==> config.mk <==
export PLATFORM = sky130hd
export DESIGN_NAME = sliding_window_quota_limiter_unit
export DESIGN_NICKNAME = d
export VERILOG_FILES = /design/src/design/swql_pkg.sv /design/src/design/swql_cell.sv /design/src/design/sliding_window_quota_limiter_unit.sv
export SDC_FILE = /design/constraint.sdc
export NUM_CORES = 2
export LEC_CHECK = 0
export BUFFER_PORTS_ARGS = -buffer_cell sky130_fd_sc_hd__buf_2
export CORE_MARGIN = 8
export CORE_UTILIZATION = 55
export DETAILED_ROUTE_END_ITERATION = 6
export PLACE_DENSITY = 0.71
export REMOVE_ABC_BUFFERS = 1
export SYNTH_ARGS = -nofsm -noshare
export SYNTH_HDL_FRONTEND = slang
export SYNTH_SLANG_ARGS = --single-unit
==> constraint.sdc <==
create_clock -name clk_i -period 12 [get_ports clk_i]
set_input_delay 2.4 -clock clk_i [delete_from_list [all_inputs] [get_ports clk_i]]
set_output_delay 2.4 -clock clk_i [all_outputs]
set_load 0.02 [all_outputs]
==> src/design/swql_pkg.sv <==
// Shared types, widths and codes for the sliding window quota limiter.
`timescale 1ns / 1ps

package swql_pkg;

  localparam int LOG_DEPTH = 64;

  localparam int STAMP_W   = 32;
  localparam int AMT_W     = 16;
  localparam int LIMIT_W   = 24;
  localparam int WINDOW_W  = 16;
  localparam int STATUS_W  = 2;
  localparam int TOTAL_W   = 22;
  localparam int CFG_IDX_W = 2;
  localparam int CFG_W     = 24;

  localparam int CNT_W = $clog2(LOG_DEPTH + 1);
  localparam int SUM_W = AMT_W + $clog2(LOG_DEPTH);
  localparam int CMP_W = ((SUM_W > LIMIT_W) ? SUM_W : LIMIT_W) + 1;

  localparam logic [CFG_IDX_W-1:0] REG_LIMIT  = CFG_IDX_W'(0);
  localparam logic [CFG_IDX_W-1:0] REG_WINDOW = CFG_IDX_W'(1);

  localparam logic [STATUS_W-1:0] STATUS_GRANTED = STATUS_W'(0);
  localparam logic [STATUS_W-1:0] STATUS_OVER    = STATUS_W'(1);
  localparam logic [STATUS_W-1:0] STATUS_FULL    = STATUS_W'(2);

  typedef struct packed {
    logic [STAMP_W-1:0] stamp;
    logic [AMT_W-1:0]   amount;
  } entry_t;

endpackage

==> src/design/swql_cell.sv <==
// One log cell: holds an entry, takes its neighbor's entry on a pop and loads a new entry on an append.
`timescale 1ns / 1ps

module swql_cell (
  input  logic            clk_i,
  input  logic            shift_i,
  input  logic            load_i,
  input  swql_pkg::entry_t next_i,
  input  swql_pkg::entry_t new_i,
  output swql_pkg::entry_t entry_o
);
  import swql_pkg::*;

  entry_t entry_d, entry_q;

  always_comb begin
    entry_d = entry_q;
    if (shift_i) begin
      entry_d = next_i;
    end else if (load_i) begin
      entry_d = new_i;
    end
  end

  always_ff @(posedge clk_i) begin
    entry_q <= entry_d;
  end

  assign entry_o = entry_q;

endmodule

==> src/design/sliding_window_quota_limiter_unit.sv <==
// Top level of the sliding window quota limiter: control, running sum and cell chain.
// Flow: a taken request enters the expire state, where the head cell is checked and popped
// once a cycle while it holds an expired entry, then the decide state; done is registered from it.
// Busy stays high in the expire and decide states; a new request is taken only while idle.
// The receiver cannot stall: done is a one-cycle strobe with status and window total.
// Reset empties the log and clears both configuration registers; no clearing pass.
`timescale 1ns / 1ps

module sliding_window_quota_limiter_unit (
  input  logic                              clk_i,
  input  logic                              rst_ni,
  input  logic                              start,
  output logic                              busy,
  input  logic [swql_pkg::STAMP_W-1:0]      now_seconds_i,
  input  logic [swql_pkg::AMT_W-1:0]        request_amount_i,
  output logic                              done_o,
  output logic [swql_pkg::STATUS_W-1:0]     status_o,
  output logic [swql_pkg::TOTAL_W-1:0]      window_total_o,
  input  logic                              cfg_we_i,
  input  logic [swql_pkg::CFG_IDX_W-1:0]    cfg_idx_i,
  input  logic [swql_pkg::CFG_W-1:0]        cfg_wdata_i
);
  import swql_pkg::*;

  localparam logic [1:0] ST_IDLE   = 2'd0;
  localparam logic [1:0] ST_EXPIRE = 2'd1;
  localparam logic [1:0] ST_DECIDE = 2'd2;

  logic [1:0]          state_d, state_q;
  logic [STAMP_W-1:0]  now_q;
  logic [AMT_W-1:0]    amt_q;
  logic [LIMIT_W-1:0]  limit_q;
  logic [WINDOW_W-1:0] window_q;
  logic [CNT_W-1:0]    count_d, count_q;
  logic [SUM_W-1:0]    sum_d, sum_q;
  logic                done_q;
  logic [STATUS_W-1:0] status_d, status_q;
  logic [TOTAL_W-1:0]  total_q;

  entry_t              cells [LOG_DEPTH];
  entry_t              new_entry;
  logic [STAMP_W-1:0]  age;
  logic                expired, pop, over, full, append, accept;

  assign accept    = start && !busy;
  assign busy      = (state_q != ST_IDLE);
  assign new_entry = '{stamp: now_q, amount: amt_q};

  // The oldest entry always sits in the first cell.
  assign age     = now_q - cells[0].stamp;
  assign expired = (count_q != '0) && (age > STAMP_W'(window_q));
  assign pop     = (state_q == ST_EXPIRE) && expired;
  assign over    = (CMP_W'(sum_q) + CMP_W'(amt_q)) > CMP_W'(limit_q);
  assign full    = (count_q >= CNT_W'(LOG_DEPTH));
  assign append  = (state_q == ST_DECIDE) && !over && !full;

  for (genvar i = 0; i < LOG_DEPTH; i++) begin : g_cell
    entry_t next_entry;
    if (i == LOG_DEPTH - 1) begin : g_last
      assign next_entry = cells[i];
    end else begin : g_mid
      assign next_entry = cells[i+1];
    end
    swql_cell u_cell (
      .clk_i   (clk_i),
      .shift_i (pop),
      .load_i  (append && (count_q == CNT_W'(i))),
      .next_i  (next_entry),
      .new_i   (new_entry),
      .entry_o (cells[i])
    );
  end

  always_comb begin
    state_d  = state_q;
    count_d  = count_q;
    sum_d    = sum_q;
    status_d = STATUS_GRANTED;
    case (state_q)
      ST_IDLE: begin
        if (accept) begin
          state_d = ST_EXPIRE;
        end
      end
      ST_EXPIRE: begin
        if (expired) begin
          count_d = count_q - CNT_W'(1);
          sum_d   = sum_q - SUM_W'(cells[0].amount);
        end else begin
          state_d = ST_DECIDE;
        end
      end
      ST_DECIDE: begin
        state_d = ST_IDLE;
        if (over) begin
          status_d = STATUS_OVER;
        end else if (full) begin
          status_d = STATUS_FULL;
        end else begin
          count_d = count_q + CNT_W'(1);
          sum_d   = sum_q + SUM_W'(amt_q);
        end
      end
      default: begin
        state_d = ST_IDLE;
      end
    endcase
  end

  always_ff @(posedge clk_i or negedge rst_ni) begin
    if (!rst_ni) begin
      state_q  <= ST_IDLE;
      count_q  <= '0;
      sum_q    <= '0;
      done_q   <= 1'b0;
      limit_q  <= '0;
      window_q <= '0;
    end else begin
      state_q <= state_d;
      count_q <= count_d;
      sum_q   <= sum_d;
      done_q  <= (state_q == ST_DECIDE);
      if (cfg_we_i && (cfg_idx_i == REG_LIMIT)) begin
        limit_q <= cfg_wdata_i[LIMIT_W-1:0];
      end
      if (cfg_we_i && (cfg_idx_i == REG_WINDOW)) begin
        window_q <= cfg_wdata_i[WINDOW_W-1:0];
      end
    end
  end

  always_ff @(posedge clk_i) begin
    if (accept) begin
      now_q <= now_seconds_i;
      amt_q <= request_amount_i;
    end
    if (state_q == ST_DECIDE) begin
      status_q <= status_d;
      total_q  <= TOTAL_W'(sum_d);
    end
  end

  assign done_o         = done_q;
  assign status_o       = status_q;
  assign window_total_o = total_q;

  a_count_bound: assert property (@(posedge clk_i) disable iff (!rst_ni)
    count_q <= CNT_W'(LOG_DEPTH))
    else $error("entry count above log depth");

  a_done_after_decide: assert property (@(posedge clk_i) disable iff (!rst_ni)
    (state_q == ST_DECIDE) |=> done_o)
    else $error("missing result strobe after decision");

  a_pop_count: assert property (@(posedge clk_i) disable iff (!rst_ni)
    pop |=> (count_q == CNT_W'($past(count_q) - CNT_W'(1))))
    else $error("pop did not shorten the log");

  a_grant_count: assert property (@(posedge clk_i) disable iff (!rst_ni)
    append |=> (count_q == CNT_W'($past(count_q) + CNT_W'(1))) && (status_o == STATUS_GRANTED))
    else $error("granted request not logged");

endmodule
==> out/qor.yml <==
timing:
  worst_slack_ns: 3.96
  finalCritPeriodShare_pct: 67.0
  layout_min_cycle_time_ns: 8.04
  fmax_mhz: 124
  fin_worst_hold_slack_ns: 0.458
  finalMaxSlewViolations: 0
  tightest_slew_ns: 1.16
  setup-tns-final_ns: 0
  setup_viol: 0
  finClkSkew_ns: 0.0607
  finalHoldViolCount: 0
  rsz0062_at_grt: "false"
  relSlewSlack_pct: 22.6
route:
  final_antenna_net_count: 0
  drtPass1Iterations: 5
  vias: 68100
  routed_wl_mm: 265
  initialDrtViolationCount: 8057
  wl_per_cell_um: 23.7
  drc: 0
  via_per_inst: 6.08
critical_path:
  cp.required_ns: 12.55
  crit_type: "reg -> reg"
  arrival_ns: 8.59
  end_kind: "flip-flop"
  crit_path_max_fanout: 32
  startpoint_type: "flip-flop"
cts:
  htreeDepth: 5
  cts_sinks: 3216
  clk_pin_slew_ns: 0.06
  post_cts_resized: 0
  clock_latency_ns: 0.94
  root_buffer: "clkbuf_16"
  clock_path_buffers: 4
  tritoncts: "built"
  numCtsBuffers: 327
  cts_setup_buffers: 0
  hold_buffers: 0
die:
  io_pins: 104
  die_x_um: 504
  start_util_pct: 55.1
  fp-row-count: 179
  die_area_um2: 254000
  die_y_um: 504
  core_area_um2: 237000
final_layout:
  utilization_pct: 59.8
  final_cell_mix: "edfxtp_1 (3,144), a21o_1 (3,044), clkbuf_16 (333)"
  nNetsFinal: 7999
  drive_gt1_share_pct: 9.87
  synthToLayoutAreaGrowth_pct: 8.52
  layout_commonest_cell: "edfxtp_1"
status:
  status: "finished, final reports clean"
synthesis:
  synthArstFlopShare_pct: 2.24
  synth_seq_cells: 3216
  synthFlopType: "edfxtp_1"
  syn-cell-area_um2: 131000
  ys_types: 81
  synth-seq-area-share_pct: 73.6
  syn_avg_cell_area_um2: 16.4
  yosysWarnings: 0
  syn_inst: 7974
  synth-edff-count: 3144
min_path:
  hold_path.class: "reg -> reg"
grt:
  grt_pass1_wl_mm: 414
  grt_pass1_vias: 68100
  grt_usage_pct: 20.7
  grt_max_degree: 260
  grt_remaining_overflow: 0
  grt_antenna_before_repair: 1
placement:
  place_ws_ns: 4.21
  port-buffer-count: 103
  hpwlAfterDp_mm: 141
  place.gp.congestion: 0.899
run:
  cap_violations: 0
==> final timing paths <==
kind / from / end / slack (ns) / depth (start not counted)
min in group asynchronous: rst_ni / sum_q[7] / 1.65 / 1
worst max register to register: sum_q[0] / g_cell[24].u_cell.entry_o[34] / 3.96 / 24
worst min register to register: now_q[0] / g_cell[63].u_cell.entry_o[16] / 0.46 / 0
worst min-delay path: now_q[0] / g_cell[63].u_cell.entry_o[16] / 0.46 / 0
max in group asynchronous: rst_ni / window_q[5] / 9.68 / 1
worst max-delay path: sum_q[0] / g_cell[24].u_cell.entry_o[34] / 3.96 / 24
==> registers in the layout, summed over array words and instances (netlist names), 7 cells and up <==
signal / flops
g_cell.u_cell.entry_o: 3072
now_q: 32
limit_q: 24
sum_q: 22
window_total_o: 22
amt_q: 16
window_q: 16
count_q: 7
==> cells in the mapped netlist, types with 61 or more instances <==
master	number	area share (%)
edfxtp_1	3144	72
a21o_1	3044	17
buf_2	374	1.4
buf_6	204	1.8
o21ai_0	123	0.47
inv_1	114	0.33
ha_1	110	1.1
nand2_1	92	0.26
a21oi_1	76	0.29
dfrtp_1	72	1.4
clkbuf_1	70	0.20
nor2_1	61	0.18
==> layer usage <==
layer | wire, µm | vias up | GRT usage (%)
li1 | - | 30100 | -
met1 | 120000 | 35100 | 31.4
met2 | 119000 | 2517 | 31.1
met3 | 20100 | 396 | 4.03
met4 | 5710 | 0 | 4.95
met5 | 0 | - | 0
==> metrics by stage <==
step	cell area, µm²	std cells
after floorplan	126000	7261
after global placement	132000	10600
after detailed placement	132000	10600
after CTS	142000	11200
after global routing	142000	11200
final	142000	11200
==> cells by family (layout without fill, tap and decap cells) <==
group / Yosys count / in the layout / share of synthesized area (%)
multiplexers: 25 / 25 / 0.211
buffers and inverters: 827 / 886 / 4.15
other: 0 / 1 / 0
adder cells (fa/ha/maj): 113 / 113 / 1.10
XOR/XNOR: 58 / 58 / 0.389
AO/OA/AOI/OAI: 3364 / 3364 / 19.0
flip-flops: 3216 / 3216 / 73.6
AND/OR/NAND/NOR: 371 / 371 / 1.53
==> critical path: stages, from the launching register on <==
cell,delay [ns]
dfrtp_1,0.37
ha_1,0.21
inv_1,0.07
fa_1,0.41
nor2b_1,0.12
o21ai_0,0.12
a21oi_1,0.32
o221a_2,0.25
o21ai_0,0.10
a21oi_1,0.22
o41ai_1,0.10
buf_4,0.17
nor3_1,0.38
xor2_1,0.14
ha_1,0.31
and3b_1,0.19
nand4_1,0.12
or4_1,0.57
nor3_1,0.23
a31oi_1,0.14
nor2_1,0.29
and2_1,0.42
nand3_2,0.75
o21ai_4,0.96
buf_4,0.61
==> cell type report <==
class / count / area, µm²
sequential: 3216 / 96200
inverter: 114 / 428
multi-input combinational: 3931 / 29900
timing repair buffer: 218 / 1530
fill: 17200 / 95300
clock buffer: 395 / 8590
tap: 3167 / 3960
antenna: 1 / 2.50
clock inverter: 159 / 1280
Power is left out: the tool's default activity adds up to more than one toggle a clock period on the data nets, which glitch-free logic cannot reach.
